## src/assert_macros.svh

```systemverilog
// assertion macros shared by the angle pipeline modules
`ifndef ASSERT_MACROS_SVH
`define ASSERT_MACROS_SVH

// condition must hold at every clock edge outside reset
`define ASSERT_ALWAYS(label, cond, msg) \
	label: assert property (@(posedge clk) disable iff (!arst_n) (cond)) \
		else $error(msg);

// antecedent at one edge implies consequent at the same edge
`define ASSERT_IMPLIES(label, ante, cons, msg) \
	label: assert property (@(posedge clk) disable iff (!arst_n) (ante) |-> (cons)) \
		else $error(msg);

`endif

```

## src/atan2_pkg.sv

```systemverilog
// shared types and constants of the atan2 angle pipeline
`timescale 1ns / 1ps

package atan2_pkg;

	localparam int MAG_W  = 32;
	localparam int QUOT_W = 17;
	localparam int ANG_W  = 16;

	localparam logic [16:0] FIX_ONE    = 17'h10000;
	localparam logic [16:0] FIX_PI_4   = 17'd51472;
	localparam logic [14:0] POLY_C     = 15'd17892;
	localparam logic [13:0] TURN_SCALE = 14'd10430;

	localparam logic [ANG_W-1:0] ANG_ZERO    = 16'd0;
	localparam logic [ANG_W-1:0] ANG_QUARTER = 16'd16384;
	localparam logic [ANG_W-1:0] ANG_HALF    = 16'd32768;
	localparam logic [ANG_W-1:0] ANG_THREEQ  = 16'd49152;

	// information that rides alongside the division
	typedef struct packed {
		logic             special;
		logic [ANG_W-1:0] special_angle;
		logic             swap;
		logic             x_neg;
		logic             y_neg;
	} side_t;

	// state handed from one divider cell to the next
	typedef struct packed {
		logic [MAG_W-1:0]  rem;
		logic              feed;
		logic [MAG_W-1:0]  den;
		logic [QUOT_W-1:0] quot;
		side_t             side;
	} div_t;

endpackage

```

## src/atan2_angle_approximation.sv

```systemverilog
// top level of the four-quadrant atan2 angle pipeline
`timescale 1ns / 1ps
`include "assert_macros.svh"

// Four-quadrant arctangent of a signed Q16.16 vector (y_value, x_value), giving a
// 16-bit angle where 65536 is a full turn. The block takes one sample per cycle while
// sample_stall is low. Each sample passes an input register for magnitudes and
// octant selection, a chain of 17 divider cells that each add one bit of the
// 17-bit ratio, and registers for the polynomial, turn scaling and quadrant fold.
// Every stage has its own valid flag, so a stall on the result side fills empty
// stages before sample_stall rises. No reset sweep is needed.
module atan2_angle_approximation (
	input  logic                               clk,
	input  logic                               arst_n,
	input  logic                               sample_valid,
	output logic                               sample_stall,
	input  logic signed [atan2_pkg::MAG_W-1:0] y_value,
	input  logic signed [atan2_pkg::MAG_W-1:0] x_value,
	output logic                               result_valid,
	input  logic                               result_stall,
	output logic [atan2_pkg::ANG_W-1:0]        angle
);

	localparam int NCELL = atan2_pkg::QUOT_W;

	logic                          valid_s1;
	logic                          ready_s1;
	atan2_pkg::div_t               data_s1;
	atan2_pkg::div_t               data_next;
	logic [atan2_pkg::MAG_W-1:0]   ay, ax, num, den;
	logic                          x_zero, y_zero, swap;

	logic                          cell_valid [NCELL+1];
	logic                          cell_ready [NCELL+1];
	atan2_pkg::div_t               cell_data  [NCELL+1];
	logic                          poly_ready;

	// magnitudes, octant choice and axis cases
	always_comb begin
		ay     = y_value[atan2_pkg::MAG_W-1] ? (~y_value + 32'd1) : y_value;
		ax     = x_value[atan2_pkg::MAG_W-1] ? (~x_value + 32'd1) : x_value;
		x_zero = (x_value == '0);
		y_zero = (y_value == '0);
		swap   = (ay > ax);
		num    = swap ? ax : ay;
		den    = swap ? ay : ax;
		data_next.rem  = {1'b0, num[atan2_pkg::MAG_W-1:1]};
		data_next.feed = num[0];
		data_next.den  = den;
		data_next.quot = '0;
		data_next.side.special = x_zero || y_zero;
		data_next.side.swap    = swap;
		data_next.side.x_neg   = x_value[atan2_pkg::MAG_W-1];
		data_next.side.y_neg   = y_value[atan2_pkg::MAG_W-1];
		if (x_zero) begin
			if (y_zero) begin
				data_next.side.special_angle = atan2_pkg::ANG_ZERO;
			end else begin
				data_next.side.special_angle = y_value[atan2_pkg::MAG_W-1]
					? atan2_pkg::ANG_THREEQ : atan2_pkg::ANG_QUARTER;
			end
		end else begin
			data_next.side.special_angle = x_value[atan2_pkg::MAG_W-1]
				? atan2_pkg::ANG_HALF : atan2_pkg::ANG_ZERO;
		end
	end

	// input stage
	assign ready_s1     = !valid_s1 || cell_ready[0];
	assign sample_stall = !ready_s1;

	always_ff @(posedge clk or negedge arst_n) begin
		if (!arst_n) begin
			valid_s1 <= 1'b0;
		end else if (ready_s1) begin
			valid_s1 <= sample_valid;
		end
	end

	always_ff @(posedge clk) begin
		if (sample_valid && ready_s1) begin
			data_s1 <= data_next;
		end
	end

	// divider chain, one quotient bit per cell
	assign cell_valid[0] = valid_s1;
	assign cell_data[0]  = data_s1;

	for (genvar i = 0; i < NCELL; i++) begin : g_cell
		atan2_div_cell u_cell (
			.clk     (clk),
			.arst_n  (arst_n),
			.valid_i (cell_valid[i]),
			.ready_o (cell_ready[i]),
			.data_i  (cell_data[i]),
			.valid_o (cell_valid[i+1]),
			.ready_i (cell_ready[i+1]),
			.data_o  (cell_data[i+1])
		);
	end

	assign cell_ready[NCELL] = poly_ready;

	// polynomial and quadrant fold
	atan2_poly u_poly (
		.clk     (clk),
		.arst_n  (arst_n),
		.valid_i (cell_valid[NCELL]),
		.ready_o (poly_ready),
		.ratio_i (cell_data[NCELL].quot),
		.side_i  (cell_data[NCELL].side),
		.valid_o (result_valid),
		.ready_i (!result_stall),
		.angle_o (angle)
	);

	// octant selection leaves a nonzero divisor no smaller than the dividend
	`ASSERT_IMPLIES(a_octant_order, valid_s1 && !data_s1.side.special,
		(data_s1.den != '0) && ({data_s1.rem, data_s1.feed} <= {1'b0, data_s1.den}),
		"octant selection produced bad ratio operands")

endmodule

```

## src/atan2_div_cell.sv

```systemverilog
// one restoring-division cell: produces one quotient bit per transfer
`timescale 1ns / 1ps
`include "assert_macros.svh"

module atan2_div_cell (
	input  logic              clk,
	input  logic              arst_n,
	input  logic              valid_i,
	output logic              ready_o,
	input  atan2_pkg::div_t   data_i,
	output logic              valid_o,
	input  logic              ready_i,
	output atan2_pkg::div_t   data_o
);

	logic                          valid_q;
	atan2_pkg::div_t               data_q;
	logic [atan2_pkg::MAG_W:0]     trial;
	logic [atan2_pkg::MAG_W:0]     den_ext;
	logic [atan2_pkg::MAG_W:0]     diff;
	logic                          ge;
	atan2_pkg::div_t               data_next;

	// stage takes a new transfer when empty or when its content moves on
	assign ready_o = !valid_q || ready_i;

	// shift in the next dividend bit and try a subtraction
	always_comb begin
		trial   = {data_i.rem, data_i.feed};
		den_ext = {1'b0, data_i.den};
		diff    = trial - den_ext;
		ge      = (trial >= den_ext);
		data_next      = data_i;
		data_next.rem  = ge ? diff[atan2_pkg::MAG_W-1:0] : trial[atan2_pkg::MAG_W-1:0];
		data_next.feed = 1'b0;
		data_next.quot = {data_i.quot[atan2_pkg::QUOT_W-2:0], ge};
	end

	// valid flag
	always_ff @(posedge clk or negedge arst_n) begin
		if (!arst_n) begin
			valid_q <= 1'b0;
		end else if (ready_o) begin
			valid_q <= valid_i;
		end
	end

	// payload register
	always_ff @(posedge clk) begin
		if (valid_i && ready_o) begin
			data_q <= data_next;
		end
	end

	assign valid_o = valid_q;
	assign data_o  = data_q;

	// partial remainder stays below the divisor
	`ASSERT_IMPLIES(a_rem_below_den, valid_q && !data_q.side.special,
		data_q.rem < data_q.den, "division remainder not below divisor")

endmodule

```

## src/atan2_poly.sv

```systemverilog
// polynomial arctangent, turn scaling and quadrant fold, three stages
`timescale 1ns / 1ps
`include "assert_macros.svh"

module atan2_poly (
	input  logic                              clk,
	input  logic                              arst_n,
	input  logic                              valid_i,
	output logic                              ready_o,
	input  logic [atan2_pkg::QUOT_W-1:0]      ratio_i,
	input  atan2_pkg::side_t                  side_i,
	output logic                              valid_o,
	input  logic                              ready_i,
	output logic [atan2_pkg::ANG_W-1:0]       angle_o
);

	logic                           valid_s1, valid_s2, valid_s3;
	logic                           ready_s1, ready_s2, ready_s3;
	logic [atan2_pkg::QUOT_W-1:0]   ratio_s1;
	logic [14:0]                    inner_s1;
	logic [16:0]                    atan_s2;
	atan2_pkg::side_t               side_s1, side_s2;
	logic [atan2_pkg::ANG_W-1:0]    angle_s3;

	logic [16:0]                    one_minus;
	logic [31:0]                    prod1;
	logic [16:0]                    coef;
	logic [33:0]                    prod2;
	logic [30:0]                    prod3;
	logic [atan2_pkg::ANG_W-1:0]    oct;
	logic [atan2_pkg::ANG_W-1:0]    fold_a;
	logic [atan2_pkg::ANG_W-1:0]    angle_next;

	// ready chain
	assign ready_s3 = !valid_s3 || ready_i;
	assign ready_s2 = !valid_s2 || ready_s3;
	assign ready_s1 = !valid_s1 || ready_s2;
	assign ready_o  = ready_s1;

	// 0.273 * (1 - r)
	always_comb begin
		one_minus = atan2_pkg::FIX_ONE - ratio_i;
		prod1     = 32'(atan2_pkg::POLY_C) * 32'(one_minus);
	end

	// r * (pi/4 + inner)
	always_comb begin
		coef  = atan2_pkg::FIX_PI_4 + 17'(inner_s1);
		prod2 = 34'(ratio_s1) * 34'(coef);
	end

	// scale to turn units, mirror about 45 degrees, fold into quadrant
	always_comb begin
		prod3  = 31'(atan_s2) * 31'(atan2_pkg::TURN_SCALE);
		oct    = 16'(prod3[29:16]);
		fold_a = side_s2.swap ? (atan2_pkg::ANG_QUARTER - oct) : oct;
		if (side_s2.special) begin
			angle_next = side_s2.special_angle;
		end else if (!side_s2.x_neg) begin
			angle_next = side_s2.y_neg ? (atan2_pkg::ANG_ZERO - fold_a) : fold_a;
		end else begin
			angle_next = side_s2.y_neg ? (atan2_pkg::ANG_HALF + fold_a)
				: (atan2_pkg::ANG_HALF - fold_a);
		end
	end

	// valid flags
	always_ff @(posedge clk or negedge arst_n) begin
		if (!arst_n) begin
			valid_s1 <= 1'b0;
			valid_s2 <= 1'b0;
			valid_s3 <= 1'b0;
		end else begin
			if (ready_s1) begin
				valid_s1 <= valid_i;
			end
			if (ready_s2) begin
				valid_s2 <= valid_s1;
			end
			if (ready_s3) begin
				valid_s3 <= valid_s2;
			end
		end
	end

	// payload registers
	always_ff @(posedge clk) begin
		if (valid_i && ready_s1) begin
			ratio_s1 <= ratio_i;
			inner_s1 <= prod1[30:16];
			side_s1  <= side_i;
		end
		if (valid_s1 && ready_s2) begin
			atan_s2  <= prod2[32:16];
			side_s2  <= side_s1;
		end
		if (valid_s2 && ready_s3) begin
			angle_s3 <= angle_next;
		end
	end

	assign valid_o = valid_s3;
	assign angle_o = angle_s3;

	// correction term never exceeds its coefficient
	`ASSERT_IMPLIES(a_inner_range, valid_s1, inner_s1 <= atan2_pkg::POLY_C,
		"polynomial correction out of range")

	// first-octant angle stays within pi/4
	`ASSERT_IMPLIES(a_atan_range, valid_s2 && !side_s2.special,
		atan_s2 <= atan2_pkg::FIX_PI_4, "octant angle beyond pi/4")

endmodule
```

## config.mk

```make
export PLATFORM = sky130hd
export DESIGN_NAME = atan2_angle_approximation
export DESIGN_NICKNAME = d
export VERILOG_FILES = /design/src/atan2_pkg.sv /design/src/atan2_angle_approximation.sv /design/src/atan2_div_cell.sv /design/src/atan2_poly.sv
export VERILOG_INCLUDE_DIRS = /design/src /design/src/src
export SDC_FILE = /design/constraint.sdc
export NUM_CORES = 2
export LEC_CHECK = 0
export ABC_AREA = 1
export BUFFER_PORTS_ARGS = -buffer_cell sky130_fd_sc_hd__buf_2
export CORE_MARGIN = 2
export CORE_UTILIZATION = 45
export CTS_CLUSTER_SIZE = 10
export DETAILED_ROUTE_END_ITERATION = 16
export GPL_ROUTABILITY_DRIVEN = 0
export SLEW_MARGIN = 20
export SYNTH_ARGS = -nofsm -noshare
export SYNTH_HDL_FRONTEND = slang
export SYNTH_SLANG_ARGS = --single-unit
```

## constraint.sdc

```tcl
create_clock -name clk -period 21.1 [get_ports clk]
set_clock_uncertainty 0.2 [all_clocks]
set_input_delay 2.11 -clock clk [delete_from_list [all_inputs] [get_ports clk]]
set_output_delay 2.11 -clock clk [all_outputs]
set_load 0.1 [all_outputs]
```

Yosys cells after proc, flatten, opt, wreduce, memory -nomap -nowiden
Index checks and enable logic that the tools add are counted.
{ "word_totals": {"ff_bits": 1727, "in_bits": 68, "output_inout_bits": 18, "wordCells": 336} }
{ "op_classes": {"add_sub_neg": 24, "mul": 3, "n_lt_le_gt_ge": 18, "mux": 29, "bitwise_logic": 2, "reduce_logical": 68} }
{ "op_table": {"columns": ["cell", "count"], "rows": [
  ["$mux W32", 20],
  ["$ge A33 B32 Y1", 16],
  ["$sub A32 B32 Y32", 16],
  ["$mux W16", 9],
  ["$add A32 B1 Y32 const B", 2],
  ["$logic_not A32 Y1", 2],
  ["$not A32 Y32", 2],
  ["$mul A17 B17 Y33", 1],
  ["$ge A32 B32 Y1", 1],
  ["$gt A32 B32 Y1", 1],
  ["$mul A13 B17 Y29 const A", 1],
  ["$mul A17 B13 Y29 const B", 1],
  ["$logic_not A1 Y1", 23],
  ["$logic_or A1 B1 Y1", 22],
  ["$logic_and A1 B1 Y1", 21],
  ["$add A16 B15 Y17 const A", 1],
  ["$sub A17 B17 Y17 const A", 1],
  ["$add A16 B16 Y16 const A", 1],
  ["$sub A1 B16 Y16 const A", 1],
  ["$sub A15 B14 Y16 const A", 1],
  ["$sub A16 B16 Y16 const A", 1]
]} }

Logic depth before layout (Yosys ltp)
{ "logic_depth": {"word_depth": 23, "depth_mapped": 36, "mapped_depth_nobuf": 36} }

Cells and area by module
From an unflattened synthesis, not the netlist that was laid out.
{ "hier_totals": {"hier_cells": 16254, "hier_area_um2": 134525.3} }
{ "modules_own_cells": {"columns": ["module", "instances", "cells_each", "area_per_inst_um2", "seq_area_each_um2"], "rows": [
  ["atan2_div_cell (g_cell[0].u_cell ...)", 15, 756, 6267.3, 3057.9],
  ["atan2_poly", 1, 2552, 21974.8, 3228.1],
  ["atan2_div_cell (g_cell[15].u_cell)", 1, 760, 6296.0, 3057.9],
  ["atan2_div_cell (g_cell[14].u_cell)", 1, 761, 6283.5, 3057.9],
  ["atan2_angle_approximation", 1, 841, 5962.0, 2127.0]
]} }

Worst setup path before layout
OpenSTA, ideal clock, no wires.
{ "synth_timing": {"path_kind": "in2reg", "from": "input port result_stall", "to": "register g_cell[1].u_cell.data_q (netlist bit g_cell[1].u_cell.data_o[0]) (enable)", "setup_time_ns": 0.526, "arrival_ns": 6.714, "required_time_ns": 20.374, "slack_ns": 13.660, "cell_stages": 19, "n_path_buf": 0, "path_cell_list": "nand2_2 > nor2_4 > nand2_2 > nor2_4 > nand2_2 > nor2_4 > nand2_2 > nor2_4 > nand2_2 > nor2_4 > nand2_2 > nor2_4 > nand2_2 > nor2_4 > nand2_2 > nor2_4 > nand2_2 > nor2_4 > a21oi_1"} }
{ "synth_via": {"elab_chain_cells": 21} }
{ "synth_rtl": {"columns": ["item", "line_no", "source"], "rows": [
  ["from (decl)", "atan2_angle_approximation.sv:20", "input logic result_stall,"],
  ["$logic_not A1 Y1", "atan2_angle_approximation.sv:114", ".ready_i (!result_stall),"],
  ["$logic_or A1 B1 Y1", "atan2_poly.sv:35", "assign ready_s3 = !valid_s3 || ready_i;"],
  ["$logic_or A1 B1 Y1", "atan2_poly.sv:36", "assign ready_s2 = !valid_s2 || ready_s3;"],
  ["$logic_or A1 B1 Y1", "atan2_poly.sv:37", "assign ready_s1 = !valid_s1 || ready_s2;"],
  ["$logic_or A1 B1 Y1 (16 in a row)", "atan2_div_cell.sv:25", "assign ready_o = !valid_q || ready_i;"],
  ["$logic_and A1 B1 Y1", "atan2_div_cell.sv:50", "if (valid_i && ready_o) begin"],
  ["to (signal assigned)", "atan2_div_cell.sv:51", "data_q <= data_next;"],
  ["to (decl)", "atan2_div_cell.sv:17", "atan2_pkg::div_t data_q;"]
]} }
Every way passes these cells.
A chain may end at the register's enable or synchronous reset.

Worst setup path in the final report
{ "layout_timing": {"from": "register u_poly.inner_s1[4]", "to": "register u_poly.atan_s2[14], data pin"} }
{ "layout_via": {"elab_chain_cells": 2} }
{ "layout_rtl": {"columns": ["item", "line_no", "source"], "rows": [
  ["from (decl)", "atan2_poly.sv:20", "logic [14:0] inner_s1;"],
  ["from (signal assigned)", "atan2_poly.sv:90", "inner_s1 <= prod1[30:16];"],
  ["$add A16 B15 Y17", "atan2_poly.sv:48", "coef = atan2_pkg::FIX_PI_4 + 17'(inner_s1);"],
  ["$mul A17 B17 Y33", "atan2_poly.sv:49", "prod2 = 34'(ratio_s1) * 34'(coef);"],
  ["via u_poly.prod2[30]", "atan2_poly.sv:28", "logic [33:0] prod2;"],
  ["to (signal assigned)", "atan2_poly.sv:94", "atan_s2 <= prod2[32:16];"],
  ["to (decl)", "atan2_poly.sv:21", "logic [16:0] atan_s2;"]
]} }
The timed path passes the listed nets, and every way through them passes these cells.

==> results_dict.tcl <==
set metrics [dict create \
    r2r_slack_ns 12.73 \
    viasPerCell 5.28 \
    postCtsHoldBufs 0 \
    yosysMostFrequentCell "nand2_1" \
    slowest_delay_ns 0.55 \
    coreArea_mm2 0.215 \
    dr_total_vias 70474 \
    avgSynthCellArea_um2 9.51 \
    worstHoldPathCells 0 \
    min_to "g_cell[8].u_cell.data_o[21]" \
    numPlacedInstances 13061 \
    status "complete, no violations" \
    die_w_um 469 \
    startpoint_type "flop" \
    clockRootBuffer "clkbuf_16" \
    dieArea_mm2 0.220 \
    grt_pass1_wl_um 378000 \
    grt_antenna_before_repair 6 \
    first_global_vias 70324 \
    whs_ns 0.200 \
    cp.required_ns 21.48 \
    regArea_mm2 0.0433 \
    drtAntennaViolNets 0 \
    grtUsageTotal_pct 21.4 \
    clkLatencyLatePin_ns 0.83 \
    initial_core_util_pct 45.3 \
    syn-num-nets 11570 \
    htreeDepth 4 \
    yosysTopAreaCell "edfxtp_1" \
    wl_per_cell_um 17.9 \
    path_class "flop to flop" \
    stdcell_count 13343 \
    tightestPinTransition_ns 1.13 \
    firstDrtPassIters 6 \
    r2r_start "u_poly.inner_s1[4]" \
    fmax_mhz 119 \
    final_hold_viol_count 0 \
    r2r_end "u_poly.atan_s2[14]" \
    yosys.area_share.simple_pct 13.4 \
    hp-class "flop to flop" \
    post-cts-setup-buffers 0 \
    synth.top_cell.area_share_pct 43.9 \
    synthXorXnorAreaFrac_pct 5.25 \
    ys.flop_type "edfxtp_1" \
    ys_seq_area_share_pct 44.5 \
    nets 11720 \
    die_y_um 469 \
    drcViolationCount 0 \
    fin_crit_ns 8.37 \
    grt_max_degree 82 \
    path_buf_inv 8 \
    setup_tns_ns 0 \
    slew_viol_final 0 \
    cts_buffer_depth 3 \
    arrival_ns 8.75 \
    crit_top_cell "nand2_1" \
    critPathSlowestCell "fa_1" \
    dp_hpwl_um 195000 \
    rsz0062_at_grt "false" \
    numPortBuffers 85 \
    fill_cells 19607 \
    core.rowCount 170 \
    cts_repair_resize_count 0 \
    async_reset_ff_share_pct 1.45 \
    multi_input_area_mm2 0.0471 \
    synth_cells 10248 \
    cp_max_fo 10 \
    syn_to_final_growth_pct 9.20 \
    clk_pin_slew_ns 0.06 \
    synth.mux.area_fraction_pct 0 \
    ys_types 58 \
    synth_compound_area_share_pct 10.5 \
    first_iter_violations 4965 \
    postLayoutCoreUtil_pct 49.5 \
    hp-start "g_cell[7].u_cell.data_o[20]" \
    critPathTopFamily "adder cells" \
    cts_made_buffers 173 \
    ys_seq_elements 1447 \
    grt.overflow.total 0 \
    r2r_cells 35 \
    synthTopCellsByCount "2085 x nand2_1, 1710 x inv_1, 1426 x edfxtp_1" \
    maxCapViolCount 0 \
    end_kind "flop" \
    synth_top_family_by_area "adder cells" \
    synth_area_leaders "edfxtp_1 44%, ha_1 11%, nand2_1 8.0%, fa_1 7.9%, inv_1 6.6%" \
    drive_gt1_share_pct 4.23 \
    io_pins 86 \
    synthAdderAreaFrac_pct 19.0 \
    post-route-period-util_pct 39.7 \
    syn_area_mm2 0.0975 \
    finalSetupViolCount 0 \
    slew_headroom_pct 24.2 \
    clkSinkCount 1447 \
    synth-edff-count 1426 \
    cts_tree "yes" \
    wl_um 239000 \
    ys.warnings.count 0 \
]
-- kinds of logic (layout without fill, tap and decap cells) --
kind of cell | Yosys count | in the layout
compound gates | 1855 | 1855
flops | 1447 | 1447
buf+inv | 1883 | 2137
other cells | 0 | 3
fa+ha+maj | 1254 | 1254
xor+xnor | 584 | 584
simple gates | 3225 | 3225
-- cells in the final DEF (no fill, tap or decap), types with 11 or more instances in the layout --
cell type and n:
nand4_1 82, o21ai_0 747, a211oi_1 16, nor3_1 87, clkinv_2 11, buf_2 85, nor4_1 50, o221a_2 23
nand2_2 13, fa_1 383, or2_2 13, a31oi_1 29, inv_1 1700, inv_2 12, o211ai_1 56, o21ai_1 16
a21o_1 27, clkbuf_1 58, nor2_1 666, xor2_1 281, o31ai_1 11, nand2_1 2085, nand3_1 182, o21a_1 80
o21bai_1 21, clkbuf_16 174, buf_4 44, edfxtp_1 1426, nor2_4 14, o221ai_1 27, dfrtp_1 21, xnor2_1 302
a21oi_1 755, clkinv_1 26, a21boi_0 18, ha_1 871
-- through the flow --
stage,setup WS [ns],instance area (um2)
floorplan,13.66,97500
global placement,12.92,101000
detailed placement,12.81,101000
CTS,12.78,106000
global route,12.12,106000
finish,12.73,106000
-- per-layer routing --
metal  global-route usage (%)  part of all wire (%)
met1                     26.4                    41
met2                     38.0                    50
met3                     2.84                   4.6
met4                     8.53                   4.1
met5                        0                 0.011
-- worst max path at each step --
stage / from / endpoint / slack [ns] / cells after the start
6_report: u_poly.inner_s1[4] / u_poly.atan_s2[14] / 12.73 / 35
5_1_grt: u_poly.inner_s1[4] / u_poly.atan_s2[14] / 12.12 / 35
4_1_cts: u_poly.inner_s1[4] / u_poly.atan_s2[14] / 12.78 / 35
2_1_floorplan: result_stall / g_cell[1].u_cell.data_o[0] / 13.66 / 19
3_3_place_gp: u_poly.inner_s1[4] / u_poly.atan_s2[14] / 12.92 / 35
3_5_place_dp: u_poly.inner_s1[4] / u_poly.atan_s2[14] / 12.81 / 35
-- flip-flops by register name (all words and copies together) (netlist names), 6 cells and up --
signal                 flops
cell_data                 70
g_cell.u_cell.data_o    1279
g_cell.u_cell.valid_o     17
u_poly.angle_o            16
u_poly.atan_s2            17
u_poly.inner_s1           15
u_poly.ratio_s1           17
u_poly.side_s1             6
u_poly.side_s2             6
-- final cells by class --
type                            count  share of cell area, %
Clock buffer                      239                   4.39
Multi-Input combinational cell   6918                   44.2
Timing Repair Buffer              129                  0.710
Tap cell                         2838                   3.34
Sequential cell                  1447                   40.7
Inverter                         1729                   6.10
Clock inverter                     40                  0.508
Antenna cell                        3                0.00705
Power is not shown: default switching activity piles up to over one toggle a cycle in this logic, so the estimate is an artifact.
